**src/rtl/hgsd_pkg.sv**
```systemverilog
package hgsd_pkg;

    // field widths
    localparam int COEF_W     = 32;
    localparam int NUM_COEF   = 9;
    localparam int BOX_W      = 16;
    localparam int CFG_IDX_W  = 3;
    localparam int UPP_W      = 32;
    localparam int STATUS_W   = 2;
    localparam int WORLD_FRAC = 16;

    // internal widths
    localparam int SUM_W       = 50;   // signed corner sum h*x + h*y + h
    localparam int WC_W        = 57;   // signed world coordinate, q.16
    localparam int DIFF_W      = 57;   // magnitude of a coordinate difference
    localparam int ACC_W       = 116;  // multiply-accumulate register
    localparam int MPL_W       = 57;   // serial multiplier operand
    localparam int CNT_W       = 6;
    localparam int ROOT_W      = 58;
    localparam int SQ_REM_W    = 61;
    localparam int DIV_NUM_W   = 65;
    localparam int DIV_DEN_W   = 49;
    localparam int DIV_CNT_W   = 7;
    localparam int RSUM_W      = 60;

    // status codes
    localparam logic [STATUS_W-1:0] STAT_OK       = 2'd0;
    localparam logic [STATUS_W-1:0] STAT_ZERO_DEN = 2'd1;
    localparam logic [STATUS_W-1:0] STAT_EMPTY    = 2'd2;
    localparam logic [STATUS_W-1:0] STAT_SAT      = 2'd3;

    // register indexes
    localparam logic [CFG_IDX_W-1:0] REG_BOX_LEFT   = 3'd0;
    localparam logic [CFG_IDX_W-1:0] REG_BOX_TOP    = 3'd1;
    localparam logic [CFG_IDX_W-1:0] REG_BOX_RIGHT  = 3'd2;
    localparam logic [CFG_IDX_W-1:0] REG_BOX_BOTTOM = 3'd3;

    // register reset values
    localparam logic [BOX_W-1:0] BOX_LEFT_RST   = 16'd0;
    localparam logic [BOX_W-1:0] BOX_TOP_RST    = 16'd0;
    localparam logic [BOX_W-1:0] BOX_RIGHT_RST  = 16'd639;
    localparam logic [BOX_W-1:0] BOX_BOTTOM_RST = 16'd479;

    // one classified item as it waits in the queue
    typedef struct packed {
        logic [NUM_COEF-1:0][COEF_W-1:0] h;
        logic [BOX_W-1:0]                left;
        logic [BOX_W-1:0]                top;
        logic [BOX_W-1:0]                right;
        logic [BOX_W-1:0]                bottom;
        logic [BOX_W-1:0]                wpix;
        logic [BOX_W-1:0]                hpix;
        logic                            empty;
    } hgsd_item_t;

    // queue status
    typedef struct packed {
        logic full;
        logic empty;
    } hgsd_qstat_t;

endpackage

```
**src/rtl/hgsd_front.sv**
```systemverilog
module hgsd_front (
    input  logic                                aclk,
    input  logic                                aresetn,
    input  logic                                s_tvalid,
    output logic                                s_tready,
    // h00, h01, h02, h10, h11, h12, h20, h21, h22 from bit 0 up, 32 bits each
    input  logic [hgsd_pkg::NUM_COEF*hgsd_pkg::COEF_W-1:0] s_tdata,
    input  logic                                cfg_valid,
    output logic                                cfg_ready,
    input  logic [hgsd_pkg::CFG_IDX_W-1:0]      cfg_index,
    input  logic [hgsd_pkg::BOX_W-1:0]          cfg_data,
    input  hgsd_pkg::hgsd_qstat_t               q_stat,
    output logic                                push,
    output hgsd_pkg::hgsd_item_t                push_item
);
    import hgsd_pkg::*;

    logic [BOX_W-1:0] left_reg, top_reg, right_reg, bottom_reg;
    logic [BOX_W-1:0] wpix, hpix;

    // box registers
    assign cfg_ready = 1'b1;

    always_ff @(posedge aclk) begin
        if (!aresetn) begin
            left_reg   <= BOX_LEFT_RST;
            top_reg    <= BOX_TOP_RST;
            right_reg  <= BOX_RIGHT_RST;
            bottom_reg <= BOX_BOTTOM_RST;
        end else if (cfg_valid && cfg_ready) begin
            case (cfg_index)
                REG_BOX_LEFT:   left_reg   <= cfg_data;
                REG_BOX_TOP:    top_reg    <= cfg_data;
                REG_BOX_RIGHT:  right_reg  <= cfg_data;
                REG_BOX_BOTTOM: bottom_reg <= cfg_data;
                default: ;
            endcase
        end
    end

    // side lengths in pixels, order of bounds does not matter
    assign wpix = (right_reg >= left_reg) ? right_reg - left_reg : left_reg - right_reg;
    assign hpix = (bottom_reg >= top_reg) ? bottom_reg - top_reg : top_reg - bottom_reg;

    // accept and classify
    assign s_tready = !q_stat.full;
    assign push     = s_tvalid && s_tready;

    always_comb begin
        for (int i = 0; i < NUM_COEF; i++) begin
            push_item.h[i] = s_tdata[i*COEF_W +: COEF_W];
        end
        push_item.left   = left_reg;
        push_item.top    = top_reg;
        push_item.right  = right_reg;
        push_item.bottom = bottom_reg;
        push_item.wpix   = wpix;
        push_item.hpix   = hpix;
        push_item.empty  = (wpix == '0) || (hpix == '0);
    end

endmodule

```
**config.mk**
```make
export PLATFORM = sky130hd
export DESIGN_NAME = hgsd_front
export DESIGN_NICKNAME = d
export VERILOG_FILES = /design/src/rtl/hgsd_pkg.sv /design/src/rtl/hgsd_front.sv
export SDC_FILE = /design/constraint.sdc
export NUM_CORES = 1
export LEC_CHECK = 0
export ABC_AREA = 1
export BUFFER_PORTS_ARGS = -buffer_cell sky130_fd_sc_hd__buf_4
export CAP_MARGIN = 20
export CORE_AREA = 5 5 269 271
export CTS_BUF_LIST = sky130_fd_sc_hd__clkbuf_4 sky130_fd_sc_hd__clkbuf_8
export CTS_CLUSTER_SIZE = 14
export DETAILED_ROUTE_END_ITERATION = 7
export DIE_AREA = 0 0 274 276
export GPL_TIMING_DRIVEN = 0
export PLACE_DENSITY = 0.45
export REMOVE_ABC_BUFFERS = 1
export SYNTH_ARGS = -nofsm -noshare
export SYNTH_HDL_FRONTEND = slang
export SYNTH_SLANG_ARGS = --single-unit
export TNS_END_PERCENT = 10
```
**constraint.sdc**
```tcl
create_clock -name aclk -period 5 [get_ports aclk]
set_input_delay 0.5 -clock aclk [delete_from_list [all_inputs] [get_ports aclk]]
set_output_delay 0.5 -clock aclk [all_outputs]
set_load 0.005 [all_outputs]
```
==> results_dict.tcl <==
set metrics [dict create \
    worstMarginPinSlew_ns 0.704 \
    syn_to_final_growth_pct 0.630 \
    firstDrtPassIters 5 \
    synth-main-ff-cell "dfxtp_1" \
    fin_crit_sh 0.805 \
    path_class "reg -> out" \
    start_util 0.128 \
    clock_skew_ns 0 \
    ys_seq_area_frac 0.143 \
    crit_fanout 15 \
    cp-start-kind "flop" \
    worstSetupEndpointType "output pin" \
    cts_sinks 64 \
    fillers 8189 \
    wl_per_cell_um 55.6 \
    clk_pin_slew_worst_paths_ns 0.08 \
    status "completed" \
    final-hold-violation-count 0 \
    rsz0062_at_grt "no" \
    die_w_um 274 \
    port_buffers 122 \
    synthDistinctLibCells 37 \
    tns_ns 0 \
    dp_hpwl_um 116000 \
    drive_gt1_frac 0.168 \
    routed_wl_um 121000 \
    grt_overflow 0 \
    mostFrequentLayoutCells "nand2_1 (378), inv_1 (202), buf_4 (122), a21oi_1 (81), nand3_1 (67)" \
    worstPathRequired_ns 4.50 \
    layout_commonest_cell "nand2_1" \
    relSlewSlack 0.531 \
    hold_class "in -> reg" \
    core_sq_um 69500 \
    ctsHoldBuffers 0 \
    clock_path_buffers 2 \
    max_freq_mhz 248 \
    yosysWarnings 0 \
    root_buffer "clkbuf_8" \
    drcViolationCount 0 \
    synth_area_sq_um 8930 \
    async_reset_ff_frac 0 \
    seqCellArea_sq_um 1280 \
    fp.dieH_um 276 \
    clock_latency_ns 0.38 \
    vias_per_cell 3.91 \
    routabilityCongestion 1.25 \
    max_cap_viol_count 0 \
    first_global_vias 7794 \
    finalNetCount 1616 \
    cts_tree "yes" \
    antenna_found_initial 1 \
    grt_pass1_wl_um 138000 \
    numCtsBuffers 9 \
    post-cts-setup-buffers 0 \
    vias 8525 \
    power_density_nw_per_um2 226 \
    ir_worst_vdd_v 0.000105 \
    cellLeakagePower_uw 0.00447 \
    ios 701 \
    finalMaxSlewViolations 0 \
    grt_max_degree 65 \
    avgSynthCellArea_sq_um 6.28 \
    finalNonFillerCells 2183 \
    detail_route.iter0.violations 639 \
    cts_resized 0 \
    finalPower_uw 2030 \
    arrival_ns 3.52 \
    netlist_instances 1423 \
    setup_violations 0 \
    synth_edf_count 0 \
    cts_max_level 3 \
    grt_usage 0.307 \
    antenna_left 0 \
    placedCellCount 2165 \
    multi_input_area_sq_um 4470 \
    core.rowCount 97 \
    die_area_sq_um 75600 \
    ys_seq_elements 64 \
    min_period_ns 4.02 \
]
[logic make-up (layout without fill, tap and decap cells)]
family	Yosys count	after routing	share of synthesized area
other cells	1	2	0.000420
fa+ha+maj	66	66	0.0958
simple gates	577	577	0.284
xor+xnor	24	24	0.0235
compound gates	155	155	0.0961
buf+inv	536	355	0.357
flops	64	64	0.143
[critical path, stage by stage, from the launching register on]
cell	delay (ns)
dfxtp_1	0.48
inv_1	0.11
ha_1	0.48
nand2_1	0.14
nand2_2	0.10
a21oi_4	0.16
nand3_4	0.11
nand2_4	0.13
nand2_4	0.17
nand2_1	0.12
nand2_1	0.10
nor2_1	0.10
nand2_1	0.07
nor2_1	0.14
nand3_1	0.40
nand2_1	0.20
buf_4	0.13
[metal layers]
metal  vias up  share of wire  track usage
li1       3709              -            -
met1      3656           0.14        0.117
met2       985           0.49        0.544
met3       163           0.26        0.373
met4        12           0.11        0.245
met5         -         0.0056       0.0725
[cell usage after synthesis, types with 9 or more instances]
library cell	number	area [sq um]
clkbuf_1	17	63.8
inv_1	202	758
dfxtp_1	64	1280
nand3_1	67	335
ha_1	62	776
nand2_1	378	1420
inv_2	11	41.3
nor2_1	54	203
o21ai_0	49	245
xor2_1	18	158
nand2_2	36	225
buf_6	9	101
nand4_1	16	100
buf_4	290	2180
a21oi_1	81	405
o211ai_1	16	120
[final timing paths]
path	start	endpoint	slack [ns]	depth (start not counted)
worst max-delay path	right_reg[7]	push_item[0]	0.98	16
worst min-delay path	cfg_data[15]	bottom_reg[15]	0.39	3
worst max register to register	right_reg[1]	right_reg[1]	4.12	2
worst min register to register	left_reg[3]	left_reg[3]	0.50	2
[stage by stage]
stage                     hold slack [ns]  area (sq um)  worst slack (ns)  utilization
after global routing                0.374          8990             0.729        0.129
after CTS                           0.357          8960             0.988        0.129
final                               0.393          8990             0.976        0.129
after floorplan                     0.463          6550              2.37            -
after global placement              0.495          8640              1.35        0.124
after detailed placement            0.491          8710              1.45        0.125
[area by class of cell]
class	instances	share of cell area
Inverter	213	0.0889
Clock buffer	11	0.0161
Antenna cell	1	0.000278
Clock inverter	5	0.0116
Tap cell	940	0.131
Sequential cell	64	0.142
Multi-Input combinational cell	823	0.497
Timing Repair Buffer	126	0.112
[power by group]
group / internal [uW] / total, uW / leakage [uW] / switching, uW
Sequential: 528 / 549 / 0.000521 / 21.7
Combinational: 331 / 873 / 0.00382 / 542
Clock: 351 / 605 / 0.000127 / 254
No activity file was read; power rests on OpenSTA's default activity.
