**src/rtl/hgsd_pkg.sv**
```systemverilog
package hgsd_pkg;

    // field widths
    localparam int COEF_W     = 32;
    localparam int NUM_COEF   = 9;
    localparam int BOX_W      = 16;
    localparam int CFG_IDX_W  = 3;
    localparam int UPP_W      = 32;
    localparam int STATUS_W   = 2;
    localparam int WORLD_FRAC = 16;

    // internal widths
    localparam int SUM_W       = 50;   // signed corner sum h*x + h*y + h
    localparam int WC_W        = 57;   // signed world coordinate, q.16
    localparam int DIFF_W      = 57;   // magnitude of a coordinate difference
    localparam int ACC_W       = 116;  // multiply-accumulate register
    localparam int MPL_W       = 57;   // serial multiplier operand
    localparam int CNT_W       = 6;
    localparam int ROOT_W      = 58;
    localparam int SQ_REM_W    = 61;
    localparam int DIV_NUM_W   = 65;
    localparam int DIV_DEN_W   = 49;
    localparam int DIV_CNT_W   = 7;
    localparam int RSUM_W      = 60;

    // status codes
    localparam logic [STATUS_W-1:0] STAT_OK       = 2'd0;
    localparam logic [STATUS_W-1:0] STAT_ZERO_DEN = 2'd1;
    localparam logic [STATUS_W-1:0] STAT_EMPTY    = 2'd2;
    localparam logic [STATUS_W-1:0] STAT_SAT      = 2'd3;

    // register indexes
    localparam logic [CFG_IDX_W-1:0] REG_BOX_LEFT   = 3'd0;
    localparam logic [CFG_IDX_W-1:0] REG_BOX_TOP    = 3'd1;
    localparam logic [CFG_IDX_W-1:0] REG_BOX_RIGHT  = 3'd2;
    localparam logic [CFG_IDX_W-1:0] REG_BOX_BOTTOM = 3'd3;

    // register reset values
    localparam logic [BOX_W-1:0] BOX_LEFT_RST   = 16'd0;
    localparam logic [BOX_W-1:0] BOX_TOP_RST    = 16'd0;
    localparam logic [BOX_W-1:0] BOX_RIGHT_RST  = 16'd639;
    localparam logic [BOX_W-1:0] BOX_BOTTOM_RST = 16'd479;

    // one classified item as it waits in the queue
    typedef struct packed {
        logic [NUM_COEF-1:0][COEF_W-1:0] h;
        logic [BOX_W-1:0]                left;
        logic [BOX_W-1:0]                top;
        logic [BOX_W-1:0]                right;
        logic [BOX_W-1:0]                bottom;
        logic [BOX_W-1:0]                wpix;
        logic [BOX_W-1:0]                hpix;
        logic                            empty;
    } hgsd_item_t;

    // queue status
    typedef struct packed {
        logic full;
        logic empty;
    } hgsd_qstat_t;

endpackage

```
**src/rtl/hgsd_fifo.sv**
```systemverilog
module hgsd_fifo (
    input  logic                  aclk,
    input  logic                  aresetn,
    input  logic                  push,
    input  hgsd_pkg::hgsd_item_t  push_item,
    input  logic                  pop,
    output hgsd_pkg::hgsd_qstat_t q_stat,
    output hgsd_pkg::hgsd_item_t  head
);
    import hgsd_pkg::*;

    localparam int QDEPTH = 2;
    localparam int QPTR_W = 1;

    hgsd_item_t          mem [QDEPTH];
    logic [QPTR_W-1:0]   wr_ptr_reg, rd_ptr_reg;
    logic [QPTR_W:0]     count_reg;

    assign q_stat.full  = (count_reg == (QPTR_W+1)'(QDEPTH));
    assign q_stat.empty = (count_reg == '0);
    assign head         = mem[rd_ptr_reg];

    // storage
    always_ff @(posedge aclk) begin
        if (push) begin
            mem[wr_ptr_reg] <= push_item;
        end
    end

    // pointers and fill count
    always_ff @(posedge aclk) begin
        if (!aresetn) begin
            wr_ptr_reg <= '0;
            rd_ptr_reg <= '0;
            count_reg  <= '0;
        end else begin
            if (push) wr_ptr_reg <= wr_ptr_reg + 1'b1;
            if (pop)  rd_ptr_reg <= rd_ptr_reg + 1'b1;
            if (push && !pop)      count_reg <= count_reg + 1'b1;
            else if (pop && !push) count_reg <= count_reg - 1'b1;
        end
    end

endmodule

```
**config.mk**
```make
export PLATFORM = sky130hd
export DESIGN_NAME = hgsd_fifo
export DESIGN_NICKNAME = d
export VERILOG_FILES = /design/src/rtl/hgsd_pkg.sv /design/src/rtl/hgsd_fifo.sv
export SDC_FILE = /design/constraint.sdc
export NUM_CORES = 1
export LEC_CHECK = 0
export BUFFER_PORTS_ARGS = -buffer_cell sky130_fd_sc_hd__buf_4
export CAP_MARGIN = 20
export CELL_PAD_IN_SITES_DETAIL_PLACEMENT = 1
export CELL_PAD_IN_SITES_GLOBAL_PLACEMENT = 1
export CORE_UTILIZATION = 25
export CTS_CLUSTER_SIZE = 20
export DETAILED_ROUTE_END_ITERATION = 10
export HOLD_SLACK_MARGIN = 0.15
export PLACE_DENSITY = 0.54
export SYNTH_ARGS = -nofsm -noshare
export SYNTH_HDL_FRONTEND = slang
export SYNTH_SLANG_ARGS = --single-unit
```
**constraint.sdc**
```tcl
create_clock -name aclk -period 19.37 [get_ports aclk]
set_clock_uncertainty 0.1 [all_clocks]
set_input_delay 0.9685 -clock aclk [delete_from_list [all_inputs] [get_ports aclk]]
set_output_delay 0.9685 -clock aclk [all_outputs]
set_load 0.02 [all_outputs]
```
==> flow_summary.yaml, run 1 <==
clock_network:
  post-cts-setup-buffer-count: 0
  clockRootBuffer: "clkbuf_16"
  cts_max_path_buffers: 3
  htreeDepth: 3
  cts.sinks: 775
  cts-buffers-inserted: 87
  clk_pin_slew_ns: 0.06
  cts.hold.buffers_added: 0
  cts_tree: "built"
  cts_resized: 0
  clock_latency_ns: 0.63
critical_path:
  worst_setup_path_start_kind: "register"
  r2r_slack_ns: 16.06
  worst_r2r_path_depth: 3
  critPathRequiredTime_ns: 18.30
  worst-setup-path-type: "register to primary output"
  arrival_ns: 3.27
  r2r-end: "mem[1][235]"
  cp-end-kind: "primary output"
  timing.rr.start: "wr_ptr_reg"
  path_max_fanout: 74
timing:
  worst_slack_ns: 15.03
  final-max-slew-violation-count: 0
  post-route-period-util_pct: 22.4
  rsz0062_at_grt: "false"
  fin_crit_ns: 4.34
  tightest_slew_ns: 1.46
  fmax_mhz: 230
  holdWs_ns: 0.410
  final.setup.tns_ns: 0
  slew_headroom_pct: 2.82
  finalSetupViolations: 0
  hold_viol_final: 0
global_route:
  grt_pass1_wl_um: 109000
  grt_max_degree: 166
  antenna_found_initial: 12
  grt_pass1_vias: 16100
  grt_usage_pct: 12.9
  overflow: 0
layout:
  largest_register_ffs: 770
  fin_nets: 2445
  drive_gt1_share_pct: 60.3
  syn_to_final_growth_pct: 35.2
hold_path:
  hold_path.startpoint: "push_item[309]"
  worstHoldPathCells: 1
  holdPathEnd: "mem[0][309]"
  min_path_type: "input pin to register"
floorplanning:
  rows: 122
  core_area_mm2: 0.111
  die_area_mm2: 0.114
  fp.dieH_um: 338
  die_w_um: 338
  initial_utilization_pct: 25.4
  io_pins: 776
power_and_ir_drop:
  powerDensity_mw_per_mm2: 104
  power_mw: 3.99
  vdd_drop_max_mv: 0.0711
  p_leak_nw: 13.9
synthesis:
  seq_area_frac_synth_pct: 82.2
  synth_area_per_cell_um2: 23.2
  synthCells: 1220
  ys_ff_latch: 775
  synth_cell_types: 18
  synth_area_mm2: 0.0283
  synthesis.nets: 1610
  synth_warnings: 0
place:
  numPortBuffers: 775
  gp_congestion: 0.779
  dp_hpwl_um: 52500
  place_ws_ns: 15.31
detailed_routing:
  vias: 14500
  wl_um: 75600
  routed_via_density: 4.02
  drc: 0
  antenna_left: 0
  wl_per_cell_um: 20.9
  first_pass_iters: 4
  drt_iter0_markers: 616
run:
  max_cap_violations: 0
run_status:
  status: "completed"
worst max path at each step:
stage | startpoint | slack (ns) | end | depth (start not counted)
global route | register | 14.80 | head[364] | 3
floorplan | push | 0.43 | wr_ptr_reg | 2
finish | register | 15.03 | head[364] | 3
CTS | register | 14.86 | head[286] | 3
global placement | push | 15.38 | mem[1][382] | 4
detailed placement | push | 15.31 | mem[1][235] | 4
Yosys cell counts, drive strengths merged:
master | n | area (um2)
edfxtp | 770 | 23100
a21boi | 1 | 7.51
nor2 | 1 | 3.75
xnor2 | 1 | 8.76
xor2 | 2 | 17.5
o21a | 1 | 7.51
dfxtp | 5 | 100
inv | 1 | 3.75
ha | 1 | 12.5
nor2b | 3 | 18.8
o21ai | 1 | 5.00
or3 | 1 | 6.26
buf | 43 | 465
and2 | 4 | 25.0
mux2 | 385 | 4450
cells by family (layout without fill, tap and decap cells):
family | after synthesis | after routing | share of synthesized area (%)
simple gates | 9 | 9 | 0.190
mux | 385 | 385 | 15.7
xor+xnor | 3 | 3 | 0.0930
flops | 775 | 775 | 82.2
other cells | 0 | 7 | 0
compound gates | 3 | 3 | 0.0709
fa+ha+maj | 1 | 1 | 0.0443
buf+inv | 44 | 944 | 1.66
per-layer routing:
metal,global-route usage [%],vias to the layer above,share of wire [%],routed length [um]
li1,-,6569,-,-
met1,12.4,7348,33,25000
met5,0,-,0.048,36
met3,5.00,121,8.6,6480
met4,5.25,6,3.0,2300
met2,24.1,501,55,41800
final cells by class:
class                   count  area (um2)
fillers                 11300       73100
flip-flops and latches    775       23200
repair buffers            789        5970
multi-input cells         401        4570
clock buffers             111        2290
well taps                1488        1860
clock inverters            43         273
diodes                      7        17.5
inverters                   1        3.75
worst max-delay path, cell delays in order, from the launching register on:
cell,delay (ns)
dfxtp_4,0.98
buf_4,0.91
mux2_2,0.44
buf_4,0.17
cells in the final DEF (no fill, tap or decap), drive strengths merged, types with 2 or more instances in the layout:
master / n
buf: 789
edfxtp: 770
mux2: 385
clkbuf: 111
clkinv: 39
diode: 7
dfxtp: 5
and2: 4
nor2b: 3
inv: 3
xor2: 2
through the flow:
step,std cells,util [%],cell area (um2)
after floorplan,1220,-,28300
after global placement,3453,32.0,35600
after detailed placement,3453,32.0,35600
after CTS,3607,34.3,38200
after global routing,3615,34.3,38200
final,3615,34.3,38200
power breakdown:
group,internal [mW],switching [mW],leakage [nW]
sequential,1.94,0.0237,7.27
clock,0.847,0.650,1.24
combinational,0.242,0.282,5.42
(Power assumes the default switching activity.)
==> run 2, diff against run 1 <==
- ABC_AREA: unset -> 1
- PLACE_DENSITY: 0.54 -> 0.52
- clock period: 19.37 -> 4.35 ns (I/O delays scaled with it)
==> run 2 against run 1 <==
Against the previous run:
- die area about the same
- register-to-register slack lost 14 ns
- non-clock buffer count grew 468
- flip-flop and latch count did not move
- cell area up 13%
- routed wire length increased by 10%
- sequential share of layout area decreased by 6.9 points
==> flow_summary.yaml, run 2 <==
run_status:
  status: "completed"
floorplanning:
  die_w_um: 338
  initial_utilization_pct: 25.4
  rows: 122
  fp.dieH_um: 338
  io_pins: 776
  core_area_mm2: 0.111
  die_area_mm2: 0.114
timing:
  fmax_mhz: 340
  hold_viol_final: 0
  tightest_slew_ns: 0.962
  finalSetupViolations: 0
  slew_headroom_pct: 35.9
  post-route-period-util_pct: 67.6
  worst_slack_ns: 1.41
  rsz0062_at_grt: "false"
  final.setup.tns_ns: 0
  holdWs_ns: 0.211
  final-max-slew-violation-count: 0
  fin_crit_ns: 2.94
critical_path:
  slowest_stage: "dfxtp_4"
  worst_setup_path_start_kind: "register"
  path_cells: "buf_12 -> mux2_2 -> buf_4"
  cp-end-kind: "primary output"
  critPathTopFamily: "flip-flops"
  arrival_ns: 2.63
  cp_slowest_stage_delay_ns: 0.89
  path_max_fanout: 66
  path_buf_inv: 2
  worst-setup-path-type: "register to primary output"
  critPathRequiredTime_ns: 4.03
power_and_ir_drop:
  p_int_mw: 13.9
  clkPwrFrac_pct: 38.0
  power_mw: 18.2
  powerDensity_mw_per_mm2: 422
  vdd_drop_max_mv: 0.331
  power_frac_comb_pct: 13.8
  swShare_pct: 23.8
  p_leak_nw: 16.0
  p_switching_mw: 4.32
  seq_power_share_pct: 48.2
global_route:
  overflow: 0
  antenna_found_initial: 13
  grt_pass1_wl_um: 122000
  grt_pass1_vias: 18900
  grt_usage_pct: 14.2
  grt_max_degree: 126
place:
  dp_hpwl_um: 56300
  gp_congestion: 0.829
  place_ws_ns: 1.96
  numPortBuffers: 775
  dp_cells: 3476
synthesis:
  synth_area_mm2: 0.0283
  ys_ff_latch: 775
  seq_area_frac_synth_pct: 82.2
  synthesis.nets: 1623
  ys_dominant_reg_cell: "edfxtp_1"
  synthCells: 1233
  synth_enable_flop_cells: 770
  synth.most_common_cell: "edfxtp_1"
  synth_warnings: 0
  synth_cell_types: 15
  synth_area_per_cell_um2: 22.9
  synthTopCellsByCount: "edfxtp_1, mux2_2, buf_6, mux2_4, nor2_1"
  synth_top_cells_by_area: "edfxtp_1, mux2_2, buf_6, mux2_4, dfxtp_1"
  yosysTopAreaCell: "edfxtp_1"
  synth_top_cell_area_share_pct: 81.8
  ys_async_sr_fraction_pct: 0
layout:
  syn_to_final_growth_pct: 52.5
  fin_nets: 2927
  largest_register_ffs: 770
  final_cells: 4101
  fillers: 11200
  final_cell_mix: "buf_4, edfxtp_1, dlygate4sd3_1"
  layout_commonest_cell: "buf_4"
  drive_gt1_share_pct: 50.0
clock_network:
  cts_tree: "built"
  htreeDepth: 3
  cts_max_path_buffers: 3
  clock_latency_ns: 0.63
  clockRootBuffer: "clkbuf_16"
  clk_pin_slew_ns: 0.06
  cts_resized: 0
  post-cts-setup-buffer-count: 0
  cts.sinks: 775
  cts.hold.buffers_added: 459
  cts-buffers-inserted: 88
detailed_routing:
  antenna_left: 0
  dr_wl_met2_um: 45800
  wl_um: 83300
  drc: 0
  first_pass_iters: 4
  met1_length_um: 28700
  wl_per_cell_um: 20.3
  top_layer: "met5"
  vias: 16700
  routed_via_density: 4.07
  dr_wl_met3_um: 4740
  drt_iter0_markers: 604
hold_path:
  min_path_type: "input pin to register"
run:
  max_cap_violations: 0
==> run 2: changes by cell type in the layout (fill, tap and decap cells not counted), sizes merged, moves of 3 or more <==
cell         delta
inv             +8
and2            -4
nor2            +8
dlygate4sd3   +459
nand2           +8
clkinvlp        +6
nor2b           -3
buf             +9
clkinv          -7
==> run 2: stage by stage <==
stage / utilization (%) / instance area [um2]
after floorplan: - / 28300
after global placement: 32.1 / 35800
after detailed placement: 32.1 / 35800
after CTS: 38.7 / 43100
after global routing: 38.7 / 43100
final: 38.7 / 43100
==> run 2: worst reg2reg max path, cell delays in order, from the launching register on <==
cell and delay (ns):
dfxtp_2 0.37, nand2_2 0.09, clkinvlp_4 0.39, buf_4 0.79
==> run 2: path summary, 6_finish.rpt <==
path,start,to,slack (ns),cells after the start
setup / recovery,register,head[129],1.41,3
hold / removal,push_item[299],mem[0][299],0.21,2
setup reg to reg,wr_ptr_reg,mem[1][242],2.16,3
hold reg to reg,rd_ptr_reg,rd_ptr_reg,0.41,2
==> run 2: layout make-up <==
type                    instances  area (um2)  share of cell area [%]
flip-flops and latches        775       23200                    53.9
repair buffers               1257       10700                    24.9
multi-input cells             407        4560                    10.6
clock buffers                 113        2320                    5.38
well taps                    1488        1860                    4.32
clock inverters                45         353                   0.819
inverters                       8        33.8                  0.0784
diodes                          8        20.0                  0.0464
==> run 2: routing by layer <==
metal	vias up	GRT usage, %
met5	-	0
met4	10	7.31
met3	183	3.76
met2	536	26.8
met1	8397	14.1
li1	7557	-
==> run 2: power by group through the flow <==
stage,logic (mW),clock network [mW],registers [mW]
3_5_place_dp,2.17,0,8.93
6_report,2.51,6.91,8.77
4_1_cts,2.54,7.16,8.78
2_1_floorplan,1.12,0,8.95
3_3_place_gp,2.13,0,8.92
5_1_grt,2.64,7.41,8.81
==> run 2: cell families after synthesis <==
family	count (synthesis)	synth area share [%]
adders and majority gates	1	0.0443
DFF	775	82.2
buffers and inverters	51	1.75
AOI/OAI and AO/OA	2	0.0354
and+or+nand+nor	19	0.266
muxes	385	15.7
