--- src/rtl/hgsd_pkg.sv ---
package hgsd_pkg;

    // field widths
    localparam int COEF_W     = 32;
    localparam int NUM_COEF   = 9;
    localparam int BOX_W      = 16;
    localparam int CFG_IDX_W  = 3;
    localparam int UPP_W      = 32;
    localparam int STATUS_W   = 2;
    localparam int WORLD_FRAC = 16;

    // internal widths
    localparam int SUM_W       = 50;   // signed corner sum h*x + h*y + h
    localparam int WC_W        = 57;   // signed world coordinate, q.16
    localparam int DIFF_W      = 57;   // magnitude of a coordinate difference
    localparam int ACC_W       = 116;  // multiply-accumulate register
    localparam int MPL_W       = 57;   // serial multiplier operand
    localparam int CNT_W       = 6;
    localparam int ROOT_W      = 58;
    localparam int SQ_REM_W    = 61;
    localparam int DIV_NUM_W   = 65;
    localparam int DIV_DEN_W   = 49;
    localparam int DIV_CNT_W   = 7;
    localparam int RSUM_W      = 60;

    // status codes
    localparam logic [STATUS_W-1:0] STAT_OK       = 2'd0;
    localparam logic [STATUS_W-1:0] STAT_ZERO_DEN = 2'd1;
    localparam logic [STATUS_W-1:0] STAT_EMPTY    = 2'd2;
    localparam logic [STATUS_W-1:0] STAT_SAT      = 2'd3;

    // register indexes
    localparam logic [CFG_IDX_W-1:0] REG_BOX_LEFT   = 3'd0;
    localparam logic [CFG_IDX_W-1:0] REG_BOX_TOP    = 3'd1;
    localparam logic [CFG_IDX_W-1:0] REG_BOX_RIGHT  = 3'd2;
    localparam logic [CFG_IDX_W-1:0] REG_BOX_BOTTOM = 3'd3;

    // register reset values
    localparam logic [BOX_W-1:0] BOX_LEFT_RST   = 16'd0;
    localparam logic [BOX_W-1:0] BOX_TOP_RST    = 16'd0;
    localparam logic [BOX_W-1:0] BOX_RIGHT_RST  = 16'd639;
    localparam logic [BOX_W-1:0] BOX_BOTTOM_RST = 16'd479;

    // one classified item as it waits in the queue
    typedef struct packed {
        logic [NUM_COEF-1:0][COEF_W-1:0] h;
        logic [BOX_W-1:0]                left;
        logic [BOX_W-1:0]                top;
        logic [BOX_W-1:0]                right;
        logic [BOX_W-1:0]                bottom;
        logic [BOX_W-1:0]                wpix;
        logic [BOX_W-1:0]                hpix;
        logic                            empty;
    } hgsd_item_t;

    // queue status
    typedef struct packed {
        logic full;
        logic empty;
    } hgsd_qstat_t;

endpackage

--- src/rtl/hgsd_div.sv ---
module hgsd_div (
    input  logic                             aclk,
    input  logic                             aresetn,
    input  logic                             start,
    input  logic [hgsd_pkg::DIV_NUM_W-1:0]   num,
    input  logic [hgsd_pkg::DIV_DEN_W-1:0]   den,
    output logic                             busy,
    output logic                             done,
    output logic [hgsd_pkg::DIV_NUM_W-1:0]   quot
);
    import hgsd_pkg::*;

    logic                   busy_reg, done_reg;
    logic [DIV_CNT_W-1:0]   cnt_reg;
    logic [DIV_DEN_W-1:0]   rem_reg, den_reg;
    logic [DIV_NUM_W-1:0]   nq_reg;
    logic [DIV_DEN_W:0]     r2;
    logic                   ge;

    // one restoring step: next numerator bit in, one quotient bit out
    assign r2 = {rem_reg, nq_reg[DIV_NUM_W-1]};
    assign ge = (r2 >= {1'b0, den_reg});

    assign busy = busy_reg;
    assign done = done_reg;
    assign quot = nq_reg;

    always_ff @(posedge aclk) begin
        if (!aresetn) begin
            busy_reg <= 1'b0;
            done_reg <= 1'b0;
            cnt_reg  <= '0;
        end else begin
            done_reg <= 1'b0;
            if (start) begin
                busy_reg <= 1'b1;
                cnt_reg  <= DIV_CNT_W'(DIV_NUM_W);
            end else if (busy_reg) begin
                cnt_reg <= cnt_reg - 1'b1;
                if (cnt_reg == DIV_CNT_W'(1)) begin
                    busy_reg <= 1'b0;
                    done_reg <= 1'b1;
                end
            end
        end
    end

    // datapath
    always_ff @(posedge aclk) begin
        if (start) begin
            rem_reg <= '0;
            den_reg <= den;
            nq_reg  <= num;
        end else if (busy_reg) begin
            rem_reg <= ge ? DIV_DEN_W'(r2 - {1'b0, den_reg}) : r2[DIV_DEN_W-1:0];
            nq_reg  <= {nq_reg[DIV_NUM_W-2:0], ge};
        end
    end

endmodule

--- src/rtl/hgsd_sqrt.sv ---
module hgsd_sqrt (
    input  logic                          aclk,
    input  logic                          aresetn,
    input  logic                          start,
    input  logic [hgsd_pkg::ACC_W-1:0]    op,
    output logic                          done,
    output logic [hgsd_pkg::ROOT_W-1:0]   root
);
    import hgsd_pkg::*;

    logic                 busy_reg, done_reg;
    logic [CNT_W-1:0]     cnt_reg;
    logic [SQ_REM_W-1:0]  rem_reg;
    logic [ROOT_W-1:0]    root_reg;
    logic [ACC_W-1:0]     op_reg;
    logic [SQ_REM_W-1:0]  r2, trial;
    logic                 ge;

    // one root bit per step from two operand bits
    assign r2    = {rem_reg[SQ_REM_W-3:0], op_reg[ACC_W-1 -: 2]};
    assign trial = {1'b0, root_reg, 2'b01};
    assign ge    = (r2 >= trial);

    assign done = done_reg;
    assign root = root_reg;

    always_ff @(posedge aclk) begin
        if (!aresetn) begin
            busy_reg <= 1'b0;
            done_reg <= 1'b0;
            cnt_reg  <= '0;
        end else begin
            done_reg <= 1'b0;
            if (start) begin
                busy_reg <= 1'b1;
                cnt_reg  <= CNT_W'(ROOT_W);
            end else if (busy_reg) begin
                cnt_reg <= cnt_reg - 1'b1;
                if (cnt_reg == CNT_W'(1)) begin
                    busy_reg <= 1'b0;
                    done_reg <= 1'b1;
                end
            end
        end
    end

    // datapath
    always_ff @(posedge aclk) begin
        if (start) begin
            rem_reg  <= '0;
            root_reg <= '0;
            op_reg   <= op;
        end else if (busy_reg) begin
            rem_reg  <= ge ? r2 - trial : r2;
            root_reg <= {root_reg[ROOT_W-2:0], ge};
            op_reg   <= {op_reg[ACC_W-3:0], 2'b00};
        end
    end

endmodule

--- src/rtl/hgsd_back.sv ---
module hgsd_back (
    input  logic                           aclk,
    input  logic                           aresetn,
    input  hgsd_pkg::hgsd_qstat_t          q_stat,
    input  hgsd_pkg::hgsd_item_t           head,
    output logic                           pop,
    output logic                           res_valid,
    input  logic                           res_ready,
    output logic [hgsd_pkg::UPP_W-1:0]     res_units,
    output logic [hgsd_pkg::STATUS_W-1:0]  res_status
);
    import hgsd_pkg::*;

    localparam logic [2:0] S_IDLE = 3'd0;
    localparam logic [2:0] S_LOAD = 3'd1;
    localparam logic [2:0] S_MAC  = 3'd2;
    localparam logic [2:0] S_POST = 3'd3;
    localparam logic [2:0] S_DIV  = 3'd4;
    localparam logic [2:0] S_SQRT = 3'd5;
    localparam logic [2:0] S_RDIV = 3'd6;
    localparam logic [2:0] S_DONE = 3'd7;

    localparam logic [1:0] PH_W  = 2'd0;
    localparam logic [1:0] PH_X  = 2'd1;
    localparam logic [1:0] PH_Y  = 2'd2;
    localparam logic [1:0] PH_SQ = 2'd3;

    localparam logic [CNT_W-1:0] CORNER_STEPS = CNT_W'(BOX_W);
    localparam logic [CNT_W-1:0] SQ_STEPS     = CNT_W'(DIFF_W);

    logic [2:0]              state_reg, state_next;
    logic [1:0]              phase_reg, phase_next;
    logic [1:0]              idx_reg, idx_next;
    logic                    half_reg, half_next;
    logic                    zero_reg, zero_next;
    logic                    sign_reg, sign_next;
    hgsd_item_t              item_reg, item_next;
    logic [ACC_W-1:0]        acc_reg, acc_next;
    logic [ACC_W-1:0]        mcand_reg, mcand_next;
    logic [MPL_W-1:0]        mplier_reg, mplier_next;
    logic [CNT_W-1:0]        cnt_reg, cnt_next;
    logic [RSUM_W-1:0]       sum_reg, sum_next;
    logic [UPP_W-1:0]        res_units_reg, res_units_next;
    logic [STATUS_W-1:0]     res_status_reg, res_status_next;

    logic signed [SUM_W-1:0] w_reg  [4];
    logic signed [WC_W-1:0]  wx_reg [4];
    logic signed [WC_W-1:0]  wy_reg [4];
    logic                    w_we, wx_we, wy_we;
    logic [WC_W-1:0]         wc_val;

    logic [COEF_W-1:0]       coef_mul, coef_add;
    logic [BOX_W-1:0]        cx, cy, pix;
    logic [WC_W-1:0]         wxa, wxb, wya, wyb;
    logic [WC_W:0]           dxs, dys;
    logic [DIFF_W-1:0]       dx, dy;
    logic [SUM_W-1:0]        acc_sum, w_cur;
    logic [SUM_W-1:0]        acc_abs, w_abs;
    logic [WC_W-1:0]         q_mag;
    logic [ROOT_W-1:0]       total;

    logic                    div_start, div_busy, div_done;
    logic [DIV_NUM_W-1:0]    div_num, div_quot;
    logic [DIV_DEN_W-1:0]    div_den;
    logic                    sq_start, sq_done;
    logic [ROOT_W-1:0]       sq_root;

    hgsd_div u_div (
        .aclk    (aclk),
        .aresetn (aresetn),
        .start   (div_start),
        .num     (div_num),
        .den     (div_den),
        .busy    (div_busy),
        .done    (div_done),
        .quot    (div_quot)
    );

    hgsd_sqrt u_sqrt (
        .aclk    (aclk),
        .aresetn (aresetn),
        .start   (sq_start),
        .op      (acc_reg),
        .done    (sq_done),
        .root    (sq_root)
    );

    // coefficient row for the current corner sum
    always_comb begin
        case (phase_reg)
            PH_X: begin
                coef_mul = half_reg ? item_reg.h[1] : item_reg.h[0];
                coef_add = item_reg.h[2];
            end
            PH_Y: begin
                coef_mul = half_reg ? item_reg.h[4] : item_reg.h[3];
                coef_add = item_reg.h[5];
            end
            default: begin
                coef_mul = half_reg ? item_reg.h[7] : item_reg.h[6];
                coef_add = item_reg.h[8];
            end
        endcase
    end

    // corner 0 top-left, 1 top-right, 2 bottom-left, 3 bottom-right
    assign cx = idx_reg[0] ? item_reg.right  : item_reg.left;
    assign cy = idx_reg[1] ? item_reg.bottom : item_reg.top;

    // sides: top, right, left, bottom
    always_comb begin
        case (idx_reg)
            2'd0: begin
                wxa = wx_reg[0]; wxb = wx_reg[1]; wya = wy_reg[0]; wyb = wy_reg[1];
            end
            2'd1: begin
                wxa = wx_reg[1]; wxb = wx_reg[3]; wya = wy_reg[1]; wyb = wy_reg[3];
            end
            2'd2: begin
                wxa = wx_reg[0]; wxb = wx_reg[2]; wya = wy_reg[0]; wyb = wy_reg[2];
            end
            default: begin
                wxa = wx_reg[2]; wxb = wx_reg[3]; wya = wy_reg[2]; wyb = wy_reg[3];
            end
        endcase
    end

    assign dxs = {wxa[WC_W-1], wxa} - {wxb[WC_W-1], wxb};
    assign dys = {wya[WC_W-1], wya} - {wyb[WC_W-1], wyb};
    assign dx  = dxs[WC_W] ? DIFF_W'(-dxs) : dxs[DIFF_W-1:0];
    assign dy  = dys[WC_W] ? DIFF_W'(-dys) : dys[DIFF_W-1:0];
    assign pix = (idx_reg[0] ^ idx_reg[1]) ? item_reg.hpix : item_reg.wpix;

    // magnitudes for the perspective divide
    assign acc_sum = acc_reg[SUM_W-1:0];
    assign w_cur   = w_reg[idx_reg];
    assign acc_abs = acc_sum[SUM_W-1] ? -acc_sum : acc_sum;
    assign w_abs   = w_cur[SUM_W-1] ? -w_cur : w_cur;
    assign q_mag   = {1'b0, div_quot[WC_W-2:0]};
    assign wc_val  = sign_reg ? -q_mag : q_mag;

    // sequencer
    always_comb begin
        state_next      = state_reg;
        phase_next      = phase_reg;
        idx_next        = idx_reg;
        half_next       = half_reg;
        zero_next       = zero_reg;
        sign_next       = sign_reg;
        item_next       = item_reg;
        acc_next        = acc_reg;
        mcand_next      = mcand_reg;
        mplier_next     = mplier_reg;
        cnt_next        = cnt_reg;
        sum_next        = sum_reg;
        res_units_next  = res_units_reg;
        res_status_next = res_status_reg;
        total           = '0;
        pop             = 1'b0;
        w_we            = 1'b0;
        wx_we           = 1'b0;
        wy_we           = 1'b0;
        div_start       = 1'b0;
        div_num         = '0;
        div_den         = '0;
        sq_start        = 1'b0;

        case (state_reg)
            S_IDLE: begin
                if (!q_stat.empty) begin
                    pop        = 1'b1;
                    item_next  = head;
                    phase_next = PH_W;
                    idx_next   = '0;
                    half_next  = 1'b0;
                    zero_next  = 1'b0;
                    sum_next   = '0;
                    state_next = S_LOAD;
                end
            end

            // load operands of one product of the running sum
            S_LOAD: begin
                if (phase_reg == PH_SQ) begin
                    mcand_next  = ACC_W'(half_reg ? dy : dx);
                    mplier_next = half_reg ? dy : dx;
                    cnt_next    = SQ_STEPS;
                    if (!half_reg) acc_next = '0;
                end else begin
                    mcand_next  = {{(ACC_W-COEF_W){coef_mul[COEF_W-1]}}, coef_mul};
                    mplier_next = MPL_W'(half_reg ? cy : cx);
                    cnt_next    = CORNER_STEPS;
                    if (!half_reg) begin
                        acc_next = {{(ACC_W-COEF_W){coef_add[COEF_W-1]}}, coef_add};
                    end
                end
                state_next = S_MAC;
            end

            // shift-add, one multiplier bit per cycle
            S_MAC: begin
                if (mplier_reg[0]) acc_next = acc_reg + mcand_reg;
                mcand_next  = {mcand_reg[ACC_W-2:0], 1'b0};
                mplier_next = {1'b0, mplier_reg[MPL_W-1:1]};
                cnt_next    = cnt_reg - 1'b1;
                if (cnt_reg == CNT_W'(1)) begin
                    if (!half_reg) begin
                        half_next  = 1'b1;
                        state_next = S_LOAD;
                    end else begin
                        state_next = S_POST;
                    end
                end
            end

            S_POST: begin
                half_next = 1'b0;
                case (phase_reg)
                    PH_W: begin
                        w_we      = 1'b1;
                        zero_next = zero_reg || (acc_sum == '0);
                        if (idx_reg == 2'd3) begin
                            if (zero_next) begin
                                res_units_next  = '0;
                                res_status_next = STAT_ZERO_DEN;
                                state_next      = S_DONE;
                            end else if (item_reg.empty) begin
                                res_units_next  = '0;
                                res_status_next = STAT_EMPTY;
                                state_next      = S_DONE;
                            end else begin
                                phase_next = PH_X;
                                idx_next   = '0;
                                state_next = S_LOAD;
                            end
                        end else begin
                            idx_next   = idx_reg + 1'b1;
                            state_next = S_LOAD;
                        end
                    end
                    PH_SQ: begin
                        sq_start   = 1'b1;
                        state_next = S_SQRT;
                    end
                    default: begin
                        div_start  = 1'b1;
                        div_num    = {acc_abs[DIV_DEN_W-1:0], {WORLD_FRAC{1'b0}}};
                        div_den    = w_abs[DIV_DEN_W-1:0];
                        sign_next  = acc_sum[SUM_W-1] ^ w_cur[SUM_W-1];
                        state_next = S_DIV;
                    end
                endcase
            end

            // world coordinate done
            S_DIV: begin
                if (div_done) begin
                    if (div_quot[DIV_NUM_W-1:WC_W-1] != '0) begin
                        res_units_next  = '1;
                        res_status_next = STAT_SAT;
                        state_next      = S_DONE;
                    end else if (phase_reg == PH_X) begin
                        wx_we      = 1'b1;
                        phase_next = PH_Y;
                        state_next = S_LOAD;
                    end else begin
                        wy_we      = 1'b1;
                        state_next = S_LOAD;
                        if (idx_reg == 2'd3) begin
                            phase_next = PH_SQ;
                            idx_next   = '0;
                        end else begin
                            phase_next = PH_X;
                            idx_next   = idx_reg + 1'b1;
                        end
                    end
                end
            end

            // world length over pixel length
            S_SQRT: begin
                if (sq_done) begin
                    div_start  = 1'b1;
                    div_num    = DIV_NUM_W'(sq_root);
                    div_den    = DIV_DEN_W'(pix);
                    state_next = S_RDIV;
                end
            end

            S_RDIV: begin
                if (div_done) begin
                    sum_next = sum_reg + RSUM_W'(div_quot[ROOT_W-1:0]);
                    if (idx_reg == 2'd3) begin
                        total = sum_next[RSUM_W-1:2];
                        if (total[ROOT_W-1:UPP_W] != '0) begin
                            res_units_next  = '1;
                            res_status_next = STAT_SAT;
                        end else begin
                            res_units_next  = total[UPP_W-1:0];
                            res_status_next = STAT_OK;
                        end
                        state_next = S_DONE;
                    end else begin
                        idx_next   = idx_reg + 1'b1;
                        state_next = S_LOAD;
                    end
                end
            end

            S_DONE: begin
                if (res_ready) state_next = S_IDLE;
            end

            default: state_next = S_IDLE;
        endcase
    end

    assign res_valid  = (state_reg == S_DONE);
    assign res_units  = res_units_reg;
    assign res_status = res_status_reg;

    // control registers
    always_ff @(posedge aclk) begin
        if (!aresetn) begin
            state_reg <= S_IDLE;
            phase_reg <= PH_W;
            idx_reg   <= '0;
            half_reg  <= 1'b0;
            zero_reg  <= 1'b0;
        end else begin
            state_reg <= state_next;
            phase_reg <= phase_next;
            idx_reg   <= idx_next;
            half_reg  <= half_next;
            zero_reg  <= zero_next;
        end
    end

    // payload registers
    always_ff @(posedge aclk) begin
        sign_reg       <= sign_next;
        item_reg       <= item_next;
        acc_reg        <= acc_next;
        mcand_reg      <= mcand_next;
        mplier_reg     <= mplier_next;
        cnt_reg        <= cnt_next;
        sum_reg        <= sum_next;
        res_units_reg  <= res_units_next;
        res_status_reg <= res_status_next;
        if (w_we)  w_reg[idx_reg]  <= acc_sum;
        if (wx_we) wx_reg[idx_reg] <= wc_val;
        if (wy_we) wy_reg[idx_reg] <= wc_val;
    end

    a_mac_count: assert property (@(posedge aclk) disable iff (!aresetn)
        state_reg == S_MAC |-> cnt_reg != '0)
        else $error("multiply step with exhausted count");

    a_div_idle: assert property (@(posedge aclk) disable iff (!aresetn)
        div_start |-> !div_busy)
        else $error("divider started while busy");

    a_zero_den_units: assert property (@(posedge aclk) disable iff (!aresetn)
        (res_valid && res_status_reg == STAT_ZERO_DEN) |-> res_units_reg == '0)
        else $error("zero denominator result carries nonzero units");

    a_pop_start: assert property (@(posedge aclk) disable iff (!aresetn)
        pop |=> (state_reg == S_LOAD && phase_reg == PH_W && idx_reg == '0))
        else $error("new item did not start with the denominator sums");

endmodule

--- config.mk ---
export PLATFORM = sky130hd
export DESIGN_NAME = hgsd_back
export DESIGN_NICKNAME = d
export VERILOG_FILES = /design/src/rtl/hgsd_pkg.sv /design/src/rtl/hgsd_div.sv /design/src/rtl/hgsd_sqrt.sv /design/src/rtl/hgsd_back.sv
export SDC_FILE = /design/constraint.sdc
export NUM_CORES = 2
export LEC_CHECK = 0
export BUFFER_PORTS_ARGS = -buffer_cell sky130_fd_sc_hd__buf_2
export CORE_UTILIZATION = 65
export CTS_CLUSTER_SIZE = 30
export DETAILED_ROUTE_END_ITERATION = 7
export PLACE_DENSITY = 0.8
export SLEW_MARGIN = 20
export SYNTH_ARGS = -nofsm -noshare
export SYNTH_HDL_FRONTEND = slang
export SYNTH_SLANG_ARGS = --single-unit
--- constraint.sdc ---
create_clock -name aclk -period 70.9 [get_ports aclk]
set_input_delay 3.545 -clock aclk [delete_from_list [all_inputs] [get_ports aclk]]
set_output_delay 3.545 -clock aclk [all_outputs]
set_load 0.005 [all_outputs]
==> flow_summary.ini <==
[power_and_ir_drop]
seqPwrFrac = 0.371
power_density_mw_per_mm2 = 39.72
sw_frac_of_total = 0.3978
internal_power_uw = 2702
switchingPower_uw = 1785
ir_worst_vdd_mv = 0.02817
p_leak_uw = 0.04207
pwr-share-comb = 0.400
clkPwrFrac = 0.229

[placement]
dp.cells = 11776
gp_congestion = 1.003
io_buffers = 424
dpl_cell_area_sq_mm = 0.1066
place_hpwl_mm = 237.3

[global_routing]
grt_pass1_wl_mm = 482.8
antenna_found_initial = 14
grt_pass1_vias = 78327
grt_start_max_net_pins = 129
grt_overflow = 0
grt.total_usage = 0.4034

[yosys]
synth.area.mux_share = 0.03182
synthArstFlopShare = 0
ys_types = 96
synth_nets = 10566
yosysTopAreaCell = edfxtp_1
synth_xor_area_frac = 0.04996
ys_seq_area_frac = 0.5224
synth_cells = 9756
ys_ff_latch = 1855
synth_top_area_share = 0.4847
synth_edf_count = 1661
synth_top_family_by_area = compound AO/OA/AOI/OAI gates
synth_compound_area_frac = 0.1944
synthTopCellsByArea = edfxtp_1 (48%), ha_1 (5.0%), a21oi_1 (4.1%)
yosys.area_share.simple = 0.1179
ys.flop_type = edfxtp_1
syn_area_per_cell_sq_um = 10.55
ys_warn_count = 0
syn_area_sq_mm = 0.1029
synth_fa_ha_area_frac = 0.05143

[job]
cap_viol_max_count = 0

[sta]
finalSetupTns_ns = 0
rsz0062_at_grt = false
max_freq_mhz = 111.8
slew_viol_final = 0
fin_worst_skew_ns = 0.04330
min_period_ns = 8.945
tightest_slew_ns = 1.198
period_share = 0.1262
relSlewSlack = 0.1807
final_hold_viol_count = 0
setup_violations = 0

[worst_setup_path]
crit_top_cell = buf_4
startpoint = idx_reg[1]
r2r_start = idx_reg[1]
critical_path_arrival_ns = 9.54
reg2reg_slack_ns = 61.96
r2r_end = mcand_reg[53]
cp_cell_sequence = buf_4, inv_1, ha_4, nor2_4, buf_4, buf_4, a21oi_1, ha_1, o21a_1, a21oi_1, nand2_1, a2111oi_0, nor3_1, nor2_1, xnor2_1, or4b_4, nor4_4, a41oi_1, xor2_1, o22ai_1, a211o_1
required_ns = 71.49
slowest_delay_ns = 0.95
rr_worst_depth = 21
cp_max_fo = 61
start_kind = flip-flop
slowest_stage = a2111oi_0
worst-setup-path-type = reg -> reg
end_kind = flip-flop

[die]
coreArea_sq_mm = 0.1568
floorplan.initialDensity = 0.6565
dieWidth_um = 399.9
pin_count = 426
die_y_um = 399.9
dieArea_sq_mm = 0.1599
num_rows = 145

[clocking]
worstSkewPairLatency_ns = 0.85
cts_root_buffer = clkbuf_16
cts.sinks = 1855
cts_buffers = 188
cts_hold_buf = 0
cts-htree-levels = 4
clk_path_buf_depth = 3
cts_resized = 0
clkSlewWorstSetupHoldPaths_ns = 0.06
post_cts_buffers = 0
cts_tree = yes

[cells_and_area]
final_cells = 12131
final_layout_size_suffix_gt1_frac = 0.1052
finalInstanceArea_sq_mm = 0.1130
largest_register_ffs = 385
nets = 10718
area_growth_syn_to_layout_pct = 9.780

[hold_path]
hold-path-endpoint = u_div.rem_reg[35]
min_path_cells = 2
hold_path.class = reg -> reg
min_from = u_div.rem_reg[35]

[routing]
drc = 0
via_count = 82492
wl_per_cell_um = 27.15
final_antenna_net_count = 0
drtIter0Drc = 10937
dr.pass1.iters = 6
routed_wl_mm = 329.4
vias_per_cell = 6.800

[run_status]
status = completed
[cell usage after synthesis (all sizes together), types with 53 or more instances]
cell / instances
o21bai: 91
nor2b: 101
nor3: 128
o31ai: 79
xnor2: 365
o21ai: 797
a21o: 296
mux2i: 137
o21a: 68
a21oi: 841
nand2: 1107
o211ai: 53
mux4: 58
o22ai: 64
nand4: 126
ha: 415
xor2: 222
or3: 68
inv: 301
buf: 60
a22o: 113
edfxtp: 1661
mux2: 53
nor2: 572
and2: 56
nand2b: 66
dfxtp: 194
a22oi: 236
and3: 59
a31oi: 84
clkbuf: 512
nand3: 141
a211oi: 121
[worst max path at each step]
stage	to	slack (ns)
after floorplan	pop	27.62
after global placement	mcand_reg[53]	62.38
after detailed placement	mcand_reg[55]	62.27
after CTS	mcand_reg[55]	62.28
after global routing	mcand_reg[51]	61.66
final	mcand_reg[53]	61.96
[logic make-up after synthesis]
kind of cell             Yosys count
multiplexers                     248
adder cells (fa/ha/maj)          420
buffers and inverters            874
XOR/XNOR                         587
AND/OR/NAND/NOR                 2620
AO/OA/AOI/OAI                   3152
flip-flops                      1855
[power groups by stage]
stage | clock [uW] | sequential [uW] | combinational (uW)
after detailed placement | 0 | 1670 | 1730
final | 1030 | 1660 | 1790
after global placement | 0 | 1660 | 1700
after floorplan | 0 | 1670 | 1260
after CTS | 1030 | 1650 | 1750
after global routing | 1070 | 1670 | 1930
[area by class of cell]
| class | count | area, sq um |
|---|---|---|
| Sequential cell | 1855 | 53780 |
| Multi-Input combinational cell | 7027 | 46120 |
| Fill cell | 10897 | 43770 |
| Clock buffer | 230 | 5031 |
| Timing Repair Buffer | 534 | 2989 |
| Tap cell | 2058 | 2575 |
| Clock inverter | 121 | 1344 |
| Inverter | 302 | 1135 |
| Antenna cell | 4 | 10.01 |
[critical path, delay by kind of cell (launching register included)]
family / cells / cell delay (ns)
AO/OA/AOI/OAI: 7 / 2.36
XOR/XNOR: 2 / 0.37
adder cells (fa/ha/maj): 2 / 0.86
buffers and inverters: 4 / 2.16
flip-flops: 1 / 0.52
AND/OR/NAND/NOR: 6 / 2.31
[layer usage]
metal,part of all wire,wire (um),vias up,track usage
met4,0.070,23160,6,0.2501
met5,0.00010,34,-,0
met3,0.11,36410,867,0.09162
met2,0.44,145000,4836,0.6111
met1,0.38,124800,39823,0.5284
li1,-,-,36960,-
[metrics by stage]
step	hold WS, ns	utilization	total power [uW]	worst slack [ns]
5_1_grt	0.5132	0.7207	4679	61.66
3_5_place_dp	0.4724	0.6799	3402	62.27
6_report	0.4832	0.7207	4487	61.96
3_3_place_gp	0.4607	0.6799	3359	62.38
4_1_cts	0.4828	0.7206	4432	62.28
2_1_floorplan	0.4456	-	2929	27.62
[layout by cell type, fill, tap and decap left out, drive strengths merged, types with 121 or more instances in the layout]
master | Yosys | layout
a211oi | 121 | 121
nand2 | 1107 | 1107
ha | 415 | 415
a22oi | 236 | 236
inv | 301 | 308
mux2i | 137 | 137
xor2 | 222 | 222
nand4 | 126 | 126
a21oi | 841 | 841
nand3 | 141 | 141
xnor2 | 365 | 365
a21o | 296 | 296
edfxtp | 1661 | 1661
buf | 60 | 534
dfxtp | 194 | 194
nor2 | 572 | 572
clkbuf | 512 | 230
o21ai | 797 | 797
nor3 | 128 | 128
No activity file was read; power rests on OpenSTA's default activity.
